## config.mk

```make
export PLATFORM = sky130hd
export DESIGN_NAME = text_tokenizer_with_quoted_strings_unit
export DESIGN_NICKNAME = d
export VERILOG_FILES = /design/src/rtl/ttok_pkg.sv /design/src/rtl/ttok_decode.sv /design/src/rtl/text_tokenizer_with_quoted_strings_unit.sv
export SDC_FILE = /design/constraint.sdc
export NUM_CORES = 1
export LEC_CHECK = 0
export ABC_AREA = 1
export BUFFER_PORTS_ARGS = -buffer_cell sky130_fd_sc_hd__buf_2
export CAP_MARGIN = 20
export CORE_ASPECT_RATIO = 0.9
export CORE_MARGIN = 10
export CORE_UTILIZATION = 40
export DETAILED_ROUTE_END_ITERATION = 16
export GPL_TIMING_DRIVEN = 0
export PLACE_DENSITY = 0.66
export SYNTH_ARGS = -nofsm -noshare
export SYNTH_HDL_FRONTEND = slang
export SYNTH_HIERARCHICAL = 1
export SYNTH_SLANG_ARGS = --single-unit
```

## constraint.sdc

```tcl
create_clock -name clk -period 3.4 [get_ports clk]
set_clock_uncertainty 0.15 [all_clocks]
set_input_delay 0.68 -clock clk [delete_from_list [all_inputs] [get_ports clk]]
set_output_delay 0.68 -clock clk [all_outputs]
set_load 0.05 [all_outputs]
```

## src/rtl/ttok_pkg.sv

```systemverilog
// ----------------------------------------------------------------------------
// ttok_pkg: shared types and byte codes of the text tokenizer
// Byte classes used by the decoder and the per-byte action word that the
// decoder hands to the control sequencer in the top level.
// ----------------------------------------------------------------------------
package ttok_pkg;

	localparam logic [7:0] CH_TAB     = 8'h09;
	localparam logic [7:0] CH_NL      = 8'h0A;
	localparam logic [7:0] CH_CR      = 8'h0D;
	localparam logic [7:0] CH_SPACE   = 8'h20;
	localparam logic [7:0] CH_QUOTE   = 8'h22;
	localparam logic [7:0] CH_MINUS   = 8'h2D;
	localparam logic [7:0] CH_DOT     = 8'h2E;
	localparam logic [7:0] CH_BSLASH  = 8'h5C;
	localparam logic [7:0] CH_ZERO    = 8'h30;
	localparam logic [7:0] CH_NINE    = 8'h39;
	localparam logic [7:0] PUNCT1_LO  = 8'h21;
	localparam logic [7:0] PUNCT1_HI  = 8'h2F;
	localparam logic [7:0] PUNCT2_LO  = 8'h3A;
	localparam logic [7:0] PUNCT2_HI  = 8'h40;
	localparam logic [7:0] PUNCT3_LO  = 8'h5B;
	localparam logic [7:0] PUNCT3_HI  = 8'h60;
	localparam logic [7:0] PUNCT4_LO  = 8'h7B;
	localparam logic [7:0] PUNCT4_HI  = 8'h7E;

	// What one input byte does to the token buffer, in this order:
	// append_pre, flush, single, append_post.
	typedef struct packed {
		logic append_pre;   // append the byte before any flush
		logic flush;        // emit the buffered token
		logic single;       // emit the byte as a one-character token
		logic append_post;  // start a new token with the byte after the flush
		logic in_str_nx;    // string mode after this byte
		logic esc_nx;       // escape pending after this byte
	} act_t;

endpackage

```

## src/rtl/ttok_decode.sv

```systemverilog
// ----------------------------------------------------------------------------
// ttok_decode: byte classifier of the text tokenizer
// Maps the current byte, its lookahead and the string state to an action word.
// ----------------------------------------------------------------------------
module ttok_decode (
	input  logic [7:0]     ch,
	input  logic [7:0]     next_byte,
	input  logic           is_last,
	input  logic           in_str,
	input  logic           esc,
	input  logic [7:0]     prev_byte,
	input  logic           strings_on,
	output ttok_pkg::act_t act
);

	function automatic logic is_digit(input logic [7:0] c);
		return (c >= ttok_pkg::CH_ZERO) && (c <= ttok_pkg::CH_NINE);
	endfunction

	function automatic logic is_space(input logic [7:0] c);
		return ((c >= ttok_pkg::CH_TAB) && (c <= ttok_pkg::CH_CR)) || (c == ttok_pkg::CH_SPACE);
	endfunction

	function automatic logic is_punct(input logic [7:0] c);
		return ((c >= ttok_pkg::PUNCT1_LO) && (c <= ttok_pkg::PUNCT1_HI)) ||
		       ((c >= ttok_pkg::PUNCT2_LO) && (c <= ttok_pkg::PUNCT2_HI)) ||
		       ((c >= ttok_pkg::PUNCT3_LO) && (c <= ttok_pkg::PUNCT3_HI)) ||
		       ((c >= ttok_pkg::PUNCT4_LO) && (c <= ttok_pkg::PUNCT4_HI));
	endfunction

	always_comb begin
		act = '0;
		act.in_str_nx = in_str;
		act.esc_nx    = esc;
		if (in_str) begin
			if (esc) begin
				act.append_pre = 1'b1;
				act.esc_nx     = 1'b0;
			end else if (ch == ttok_pkg::CH_BSLASH) begin
				act.esc_nx = 1'b1;
			end else begin
				act.append_pre = 1'b1;
				if (ch == ttok_pkg::CH_QUOTE) begin
					act.flush     = 1'b1;
					act.in_str_nx = 1'b0;
				end
			end
		end else if ((ch == ttok_pkg::CH_QUOTE) && strings_on) begin
			// open a string; on the final byte the lone quote leaves at once
			act.flush       = 1'b1;
			act.single      = is_last;
			act.append_post = !is_last;
			act.in_str_nx   = 1'b1;
			act.esc_nx      = 1'b0;
		end else if (is_space(ch)) begin
			act.flush = 1'b1;
		end else if (ch == ttok_pkg::CH_DOT) begin
			act.append_pre = is_digit(prev_byte);
			act.flush      = !is_digit(prev_byte);
			act.single     = !is_digit(prev_byte);
		end else if (ch == ttok_pkg::CH_MINUS) begin
			act.append_pre = !is_last && is_digit(next_byte);
			act.flush      = is_last || !is_digit(next_byte);
			act.single     = is_last || !is_digit(next_byte);
		end else if (is_punct(ch)) begin
			act.flush  = 1'b1;
			act.single = 1'b1;
		end else begin
			act.append_pre = 1'b1;
		end
		// end of stream: flush whatever is left and drop string mode
		if (is_last) begin
			act.flush     = 1'b1;
			act.in_str_nx = 1'b0;
			act.esc_nx    = 1'b0;
		end
	end

endmodule

```

## src/rtl/text_tokenizer_with_quoted_strings_unit.sv

```systemverilog
// ----------------------------------------------------------------------------
// text_tokenizer_with_quoted_strings_unit: byte stream tokenizer
// Splits bytes into tokens and streams each token out one character at a time.
// ----------------------------------------------------------------------------
// Usage:
//   Input channel (in_valid/in_ready): one byte per transfer, with its
//   lookahead byte and an end-of-stream mark. Output channel
//   (out_valid/out_ready): one token character per transfer, tagged with
//   token end, last-of-byte mark, line, column and truncation.
//   Config channel (cfg_valid/cfg_ready, always ready): writes process_strings;
//   write it only while the unit is idle.
// Timing:
//   A byte that flushes nothing leaves the unit idle, ready for the next
//   byte. A flush reads the buffer through its registered read port, one
//   read (ST_RD) and one output load (ST_WAIT) per character, then loads a
//   following punctuation token in ST_SINGLE. A lone punctuation token
//   goes straight from ST_SINGLE into the output register.
// Reset: all control state clears, process_strings returns to 1, no memory
//   clearing pass is needed since only written entries are ever read.
// Stall: the output register holds its character while out_ready is low and
//   the flush sequence waits; once the last character of a byte is loaded the
//   unit takes the next byte even if that character is still waiting.
// ----------------------------------------------------------------------------
module text_tokenizer_with_quoted_strings_unit #(
	parameter int TOKEN_MAX    = 32,
	parameter int COUNTER_BITS = 16
) (
	input  logic        clk,
	input  logic        arst_n,
	// configuration
	input  logic        cfg_valid,
	output logic        cfg_ready,
	input  logic        cfg_data,
	// input bytes
	input  logic        in_valid,
	output logic        in_ready,
	input  logic [7:0]  ch,
	input  logic [7:0]  next_byte,
	input  logic        is_last,
	// token characters
	output logic        out_valid,
	input  logic        out_ready,
	output logic [7:0]  token_char,
	output logic        token_end,
	output logic        run_last,
	output logic [15:0] line_no,
	output logic [15:0] column_no,
	output logic        truncated
);

	localparam int LW = $clog2(TOKEN_MAX + 1);  // token length
	localparam int IW = $clog2(TOKEN_MAX);      // buffer index

	typedef enum logic [3:0] {
		ST_IDLE   = 4'b0001,
		ST_RD     = 4'b0010,
		ST_WAIT   = 4'b0100,
		ST_SINGLE = 4'b1000
	} state_t;

	state_t                  state_q;
	logic [LW-1:0]           len_q;
	logic                    ovf_q;
	logic                    in_str_q;
	logic                    esc_q;
	logic [7:0]              prev_q;
	logic [COUNTER_BITS-1:0] line_q;
	logic [COUNTER_BITS-1:0] col_q;
	logic                    strings_on_q;
	logic [IW-1:0]           idx_q;
	logic                    pend_single_q;
	logic                    pend_app_q;
	logic [7:0]              ch_q;
	logic [15:0]             item_line_q;
	logic [15:0]             item_col_q;

	logic                    out_valid_q;
	logic [7:0]              out_char_q;
	logic                    out_end_q;
	logic                    out_last_q;
	logic [15:0]             out_line_q;
	logic [15:0]             out_col_q;
	logic                    out_trunc_q;

	// token buffer memory, one write and one registered read port
	logic [7:0]              tok_mem_q [TOKEN_MAX];
	logic [7:0]              rd_data_q;
	logic                    mem_wr;
	logic [IW-1:0]           mem_wr_addr;
	logic [7:0]              mem_wr_data;
	logic                    mem_rd;

	ttok_pkg::act_t          act;
	logic                    in_xfer;
	logic                    out_free;
	logic                    has_room;
	logic [LW-1:0]           len_after;
	logic                    flush_last;

	ttok_decode u_decode (
		.ch         (ch),
		.next_byte  (next_byte),
		.is_last    (is_last),
		.in_str     (in_str_q),
		.esc        (esc_q),
		.prev_byte  (prev_q),
		.strings_on (strings_on_q),
		.act        (act)
	);

	assign cfg_ready = 1'b1;
	assign in_ready  = (state_q == ST_IDLE);
	assign in_xfer   = in_valid && in_ready;
	assign out_free  = !out_valid_q || out_ready;
	assign has_room  = (len_q < LW'(TOKEN_MAX));
	assign len_after = (act.append_pre && has_room) ? (len_q + LW'(1)) : len_q;
	assign flush_last = ((LW'(idx_q) + LW'(1)) == len_q);

	// memory port control: appends in idle, deferred append at end of a flush
	always_comb begin
		mem_wr      = 1'b0;
		mem_wr_addr = len_q[IW-1:0];
		mem_wr_data = ch;
		mem_rd      = (state_q == ST_RD);
		if (in_xfer) begin
			if (act.append_pre && has_room) begin
				mem_wr = 1'b1;
			end else if (act.append_post && (len_after == '0)) begin
				mem_wr      = 1'b1;
				mem_wr_addr = '0;
			end
		end else if ((state_q == ST_WAIT) && out_free && flush_last &&
		             !pend_single_q && pend_app_q) begin
			mem_wr      = 1'b1;
			mem_wr_addr = '0;
			mem_wr_data = ch_q;
		end
	end

	always_ff @(posedge clk) begin
		if (mem_wr) begin
			tok_mem_q[mem_wr_addr] <= mem_wr_data;
		end
		if (mem_rd) begin
			rd_data_q <= tok_mem_q[idx_q];
		end
	end

	// configuration register
	always_ff @(posedge clk or negedge arst_n) begin
		if (!arst_n) begin
			strings_on_q <= 1'b1;
		end else if (cfg_valid && cfg_ready) begin
			strings_on_q <= cfg_data;
		end
	end

	// stream position and string state, updated once per accepted byte
	always_ff @(posedge clk or negedge arst_n) begin
		if (!arst_n) begin
			in_str_q <= 1'b0;
			esc_q    <= 1'b0;
			prev_q   <= '0;
			line_q   <= '0;
			col_q    <= '0;
		end else if (in_xfer) begin
			in_str_q <= act.in_str_nx;
			esc_q    <= act.esc_nx;
			if (is_last) begin
				// next byte starts a fresh stream
				prev_q <= '0;
				line_q <= '0;
				col_q  <= '0;
			end else begin
				prev_q <= ch;
				if (ch == ttok_pkg::CH_NL) begin
					if (line_q != '1) begin
						line_q <= line_q + COUNTER_BITS'(1);
					end
					col_q <= '0;
				end else if (col_q != '1) begin
					col_q <= col_q + COUNTER_BITS'(1);
				end
			end
		end
	end

	// per-byte payload held through the flush sequence
	always_ff @(posedge clk) begin
		if (in_xfer) begin
			ch_q        <= ch;
			item_line_q <= 16'(line_q);
			item_col_q  <= 16'(col_q);
		end
	end

	// flush sequencer and token length bookkeeping
	always_ff @(posedge clk or negedge arst_n) begin
		if (!arst_n) begin
			state_q       <= ST_IDLE;
			len_q         <= '0;
			ovf_q         <= 1'b0;
			idx_q         <= '0;
			pend_single_q <= 1'b0;
			pend_app_q    <= 1'b0;
		end else begin
			case (state_q)
				ST_IDLE: begin
					if (in_xfer) begin
						pend_single_q <= act.single;
						pend_app_q    <= act.append_post;
						idx_q         <= '0;
						if (act.append_pre && !has_room) begin
							ovf_q <= 1'b1;
						end
						if (act.flush && (len_after != '0)) begin
							len_q   <= len_after;
							state_q <= ST_RD;
						end else if (act.flush) begin
							// nothing buffered: skip straight past the flush
							ovf_q <= 1'b0;
							len_q <= act.append_post ? LW'(1) : '0;
							if (act.single) begin
								state_q <= ST_SINGLE;
							end
						end else begin
							len_q <= len_after;
						end
					end
				end
				ST_RD: begin
					state_q <= ST_WAIT;
				end
				ST_WAIT: begin
					if (out_free) begin
						if (flush_last) begin
							ovf_q <= 1'b0;
							if (pend_single_q) begin
								len_q   <= '0;
								state_q <= ST_SINGLE;
							end else begin
								// open quote lands in the freed buffer
								len_q   <= pend_app_q ? LW'(1) : '0;
								state_q <= ST_IDLE;
							end
						end else begin
							idx_q   <= idx_q + IW'(1);
							state_q <= ST_RD;
						end
					end
				end
				ST_SINGLE: begin
					if (out_free) begin
						state_q <= ST_IDLE;
					end
				end
				default: begin
					state_q <= ST_IDLE;
				end
			endcase
		end
	end

	// output register: load a character, hold it until the transfer
	always_ff @(posedge clk or negedge arst_n) begin
		if (!arst_n) begin
			out_valid_q <= 1'b0;
		end else if ((state_q == ST_WAIT || state_q == ST_SINGLE) && out_free) begin
			out_valid_q <= 1'b1;
		end else if (out_ready) begin
			out_valid_q <= 1'b0;
		end
	end

	always_ff @(posedge clk) begin
		if (out_free) begin
			if (state_q == ST_WAIT) begin
				out_char_q  <= rd_data_q;
				out_end_q   <= flush_last;
				out_last_q  <= flush_last && !pend_single_q;
				out_trunc_q <= ovf_q;
				out_line_q  <= item_line_q;
				out_col_q   <= item_col_q;
			end else if (state_q == ST_SINGLE) begin
				out_char_q  <= ch_q;
				out_end_q   <= 1'b1;
				out_last_q  <= 1'b1;
				out_trunc_q <= 1'b0;
				out_line_q  <= item_line_q;
				out_col_q   <= item_col_q;
			end
		end
	end

	assign out_valid  = out_valid_q;
	assign token_char = out_char_q;
	assign token_end  = out_end_q;
	assign run_last   = out_last_q;
	assign line_no    = out_line_q;
	assign column_no  = out_col_q;
	assign truncated  = out_trunc_q;

	// the buffer port never reads and writes in the same cycle
	a_no_rw_overlap: assert property (@(posedge clk) disable iff (!arst_n)
		!(mem_rd && mem_wr))
		else $error("token buffer read and write collide");

	a_len_bound: assert property (@(posedge clk) disable iff (!arst_n)
		len_q <= LW'(TOKEN_MAX))
		else $error("token length beyond buffer size");

	a_ovf_full: assert property (@(posedge clk) disable iff (!arst_n)
		ovf_q |-> (len_q == LW'(TOKEN_MAX)))
		else $error("overflow flag set on a token that is not full");

	a_esc_in_str: assert property (@(posedge clk) disable iff (!arst_n)
		esc_q |-> in_str_q)
		else $error("escape pending outside a string");

	a_last_resets: assert property (@(posedge clk) disable iff (!arst_n)
		(in_xfer && is_last) |=> (line_q == '0) && (col_q == '0) && !in_str_q)
		else $error("stream state not cleared after final byte");

endmodule
```

# Yosys cells after proc, flatten, opt, wreduce, memory -nomap -nowiden
# Memories as Yosys holds them, arrays and structs flattened. A register that Yosys moved wholly into a read port is not among the register bits.
# Index checks and enable logic that the tools add are counted.
# Widths: inputs -> output; s select.
# word_totals
latch_bits,0
mem_bits_rw,256
register_bits,145
romBits,0
n_memories,1
inputBits,23
word_cells,199
# memory_table
memory,words,word_bits,rd,rd_clocked_by_memory_dff,wr,line_no,rtl
tok_mem_q,32,8,1,1,1,text_tokenizer_with_quoted_strings_unit.sv:86,logic [7:0] tok_mem_q [TOKEN_MAX];
# op_classes
bitwise_logic,0
n_shift,0
addsub,5
reduce_logical,50
n_eq_ne,20
n_mux,86
n_lt_le_gt_ge,15
mul,0
div,0
# ops
cell,n
$mux 16,10
$mux 8,5
$mux 1,36
$mux 6,6
$mux 5,7
$add 16x1->16 const B,2
$eq 8x6->1 const B,4
$ge 8x6->1 const B,4
$mux 4,8
$ne 16x16->1 const B,2
$le 8x6->1 const B,3
$le 8x7->1 const B,3
$logic_and 1x1->1,20
$ge 8x7->1 const B,2
$pmux 4 s4,1
$mux 2,7
$pmux 6 s2,1
$pmux 5 s2,1
$reduce_bool 2->1,5
$mux 3,3
$eq 8x4->1 const B,1
$eq 8x7->1 const B,1
$ge 8x4->1 const B,1
$le 8x4->1 const B,1
other kinds (22),42

# Depth between registers and ports, before layout
# logic_depth
word_depth,20
depth_mapped,24

# Modules after synthesis
# Netlist, hierarchy kept.
# by_module_without_submodules
module,instances,seq_area_each_um2,area_per_inst_um2,cells_each
text_tokenizer_with_quoted_strings_unit,1,11974.0,16856.2,1405
ttok_decode,1,0.0,420.4,89

# Worst setup path before layout
# Ideal clock, no wire load.
# synth_path
kind,reg2reg
start,register state_q[0]
end,"register out_col_q[0] (netlist: column_no[0]), enable pin"
period_less_slack_ns,3.493
arrival_ns,2.898
setup_time_ns,0.444
path_stages_with_launch,9
path_buffers,1
required_time_ns,2.806
slack_ns,-0.093
cell_sequence,dfstp_2 nor2_1 inv_1 nor3_2 inv_1 clkbuf_1 nand2_1 inv_1 nor2_1
# synth_between
elab_chain_cells,3
# synth_rtl
item,line_no,rtl
start: declaration,text_tokenizer_with_quoted_strings_unit.sv:61,state_t state_q;
start signal: assignment,text_tokenizer_with_quoted_strings_unit.sv:200,state_q <= ST_IDLE;
start signal: assignment,text_tokenizer_with_quoted_strings_unit.sv:218,state_q <= ST_RD;
start signal: assignment,text_tokenizer_with_quoted_strings_unit.sv:224,state_q <= ST_SINGLE;
$eq 4x3->1 or $eq 4x4->1 (tied branches),"text_tokenizer_with_quoted_strings_unit.sv:277, text_tokenizer_with_quoted_strings_unit.sv:284",
$reduce_bool 2->1 (no source line) (*),-,
$reduce_and 2->1 (no source line) (*),-,
end signal: assignment,text_tokenizer_with_quoted_strings_unit.sv:283,out_col_q <= item_col_q;
end signal: assignment,text_tokenizer_with_quoted_strings_unit.sv:290,out_col_q <= item_col_q;
end: declaration,text_tokenizer_with_quoted_strings_unit.sv:82,logic [15:0] out_col_q;
# Mark *: on every way between the ends. The rest lies on a longest branch, timed or not.
# A chain may end at the register's enable or synchronous reset.

# Worst setup path after layout
# layout_path
start,register idx_q[1]
end,"memory tok_mem_q[23][6], data pin"
# layout_between
elab_chain_cells,7
# layout_rtl
item,line_no,rtl
start: declaration,text_tokenizer_with_quoted_strings_unit.sv:70,logic [IW-1:0] idx_q;
start signal: assignment,text_tokenizer_with_quoted_strings_unit.sv:247,idx_q <= idx_q + IW'(1);
$add 5x1->6,text_tokenizer_with_quoted_strings_unit.sv:117,assign flush_last = ((LW'(idx_q) + LW'(1)) == len_q);
$eq 6x6->1,text_tokenizer_with_quoted_strings_unit.sv:117,
$logic_and 1x1->1 (2 in series),text_tokenizer_with_quoted_strings_unit.sv:132,end else if ((state_q == ST_WAIT) && out_free && flush_last &&
$logic_and 1x1->1,text_tokenizer_with_quoted_strings_unit.sv:133,!pend_single_q && pend_app_q) begin
$mux 8,text_tokenizer_with_quoted_strings_unit.sv:132,
$mux 8,text_tokenizer_with_quoted_strings_unit.sv:125,if (in_xfer) begin
via mem_wr_data[6],text_tokenizer_with_quoted_strings_unit.sv:90,logic [7:0] mem_wr_data;
end: declaration,text_tokenizer_with_quoted_strings_unit.sv:86,
# The timed path passes the listed nets, and every way through them passes these cells.

==> results.yml <==
setup_path:
  slowest_stage: "o21ai_2"
  end_kind: "flop"
  r2r_start: "idx_q[1]"
  reg2reg_to: "tok_mem_q[23][6]"
  rrSetupSlack_ps: 40
  critPathArrivalTime_ps: 3600
  crit_buf_inv: 3
  ff2ff_path_depth: 13
  cpPeakStageDelay_ps: 710
  crit_cells: 13
  worstPathRequired_ps: 3650
  worstPathCellList: "ha_1 -> inv_1 -> nand2_1 -> nand2_1 -> nand2_1 -> nand2_1 -> nor2_1 -> nand3_1 -> nor2_2 -> nand4_2 -> clkbuf_1 -> o21ai_2 -> buf_8"
  cpMostUsedCell: "nand2_1"
  critPathMaxFanout: 20
  crit_family: "simple AND/OR/NAND/NOR gates"
  cp-start-kind: "flop"
  critical_path_class: "reg2reg"
finish:
  antenna_cells: 0
  area_growth_pct: 19.6
  drive_above_1_share_pct: 16.3
  utilization_pct: 48.2
  area.sequential_mm2: 0.0119
  fin_nets: 1665
  multiInputGateArea_mm2: 0.00496
  num-fill-cells: 3662
  final_cells: 2226
cts:
  cts_tree: "done"
  clkTransAtPathRegs_ps: 60
  clock_sinks: 408
  h-tree-depth: 2
  clk_latency_ps: 580
  cts_root_buf: "clkbuf_16"
  cts_buffer_depth: 3
  holdBufCountCts: 0
  cts_made_buffers: 42
yosys:
  post_synth_inst_count: 1490
  syn_nets: 1517
  synth.avg_cell_area_um2: 11.6
  synth_area_mm2: 0.0172
  yosys_warnings: 6
global_routing:
  overflow: 0
  track_usage_pct: 18.3
  grt_pass1_wl_um: 73200
  grt_pass1_vias: 12100
  antenna_found_initial: 1
  grt_max_degree: 62
sta:
  tightestPinTransition_ps: 1030
  relSlewSlack_pct: 31.6
  fin_crit_ps: 3360
  finalCritPeriodShare_pct: 98.8
  tns_ps: 0
  slew_violations: 0
  setup_viol: 0
  hold_viol: 0
  max_freq_mhz: 298
  hold_ws_ps: 75.7
  rsz0062_at_grt: "yes"
placed_design:
  io_buffers: 66
  gp_congestion: 0.940
  dpl.cell_count: 2123
  hpwl_um: 32200
route:
  wl_met2_um: 22200
  wl_met1_um: 20000
  drtAntennaViolNets: 0
  vias_per_cell: 5.70
  drc_errors: 0
  drt_iter0_drc: 1587
  routed-wl-met3_um: 5380
  wl_um: 49400
  drt_pass1_iterations: 6
  post_drt_wl_per_cell_um: 22.2
  top_layer_used: "met5"
  num_vias: 12700
floorplan:
  die_h_um: 217
  die_w_um: 239
  num_io_pins: 69
  dieArea_mm2: 0.0518
  core_mm2: 0.0428
  rows: 72
  initial_core_util_pct: 40.3
worst_hold_path:
  hp-class: "in2async"
run_status:
  outcome: "complete, no violations"
power_and_ir_drop:
  max-vdd-ir-drop_mv: 0.480
  p_leak_nw: 7.36
  powerDensity_mw_per_mm2: 711
flow_run:
  cap_violations: 0
[per-stage QoR]
stage | worst slack, ps | total power [W] | instance area (µm²)
2_1_floorplan | -33.1 | 0.00862 | 17200
5_1_grt | -151 | 0.0153 | 20600
3_3_place_gp | -2340 | 0.00957 | 18300
4_1_cts | -146 | 0.0146 | 20300
3_5_place_dp | -1130 | 0.00969 | 18500
6_report | 41.9 | 0.0147 | 20600
[layout by cell type (no fill, tap or decap), drive strengths merged]
cell and count:
a21boi 1, a21oi 26, a22oi 3, a31oi 5, buf 124, bufinv 7
clkbuf 107, clkinv 17, conb 1, dfrtp 59, dfstp 2, edfxtp 347
ha 4, inv 91, mux2 1, mux2i 2, nand2 198, nand3 75
nand3b 2, nand4 32, nor2 245, nor3 15, nor4 2, o211ai 2
o21a 3, o21ai 199, o221ai 36, o22ai 27, o31ai 14, or2 2
xnor2 5, xor2 17
[worst max-delay path by stage]
stage | endpoint | start
detailed placement | tok_mem_q[10][0] | ch[5]
global placement | tok_mem_q[0][1] | idx_q[1]
floorplan | tok_mem_q[0][0] | idx_q[1]
global route | tok_mem_q[20][6] | idx_q[1]
CTS | tok_mem_q[8][1] | ch[5]
finish | tok_mem_q[23][6] | idx_q[1]
[registers in the layout (all words and copies together) (netlist names), 4 cells and up]
name and flops:
state_q 4, column_no 16, token_char 8, tok_mem_q 256, ch_q 8, item_col_q 16
len_q 6, col_q 16, idx_q 5, line_q 16, line_no 16, rd_data_q 8
prev_q 7, item_line_q 16
[where the power goes]
part / internal (W) / total, W / switching, W / leakage [nW]
sequential: 0.00613 / 0.00647 / 0.000338 / 3.96
combinational: 0.000847 / 0.00337 / 0.00252 / 2.70
clock: 0.00287 / 0.00481 / 0.00194 / 0.702
total: 0.00985 / 0.0147 / 0.00481 / 7.36
[routing by layer]
metal | global-route usage, % | vias to the layer above
met4 | 6.89 | 2
li1 | - | 5662
met5 | 0 | -
met2 | 28.0 | 751
met1 | 24.5 | 6151
met3 | 4.88 | 133
[final cells by class]
type                       instances  area share (%)
buffer                            76            1.58
timing repair buffer             103            4.45
clock inverter                    25            1.61
sequential                       408            57.9
inverter                          90            1.64
tap                              555            3.37
clock buffer                      52            5.38
multi-input combinational        917            24.0
[repair_timing]
item,4_1_cts,5_1_grt
pin swaps,10,15
endpoints found under the setup margin,255,288
endpoints found under the hold margin,0,0
resized for setup,55,18
gates cloned,0,1
setup buffers,12,13
(Power assumes the default switching activity.)
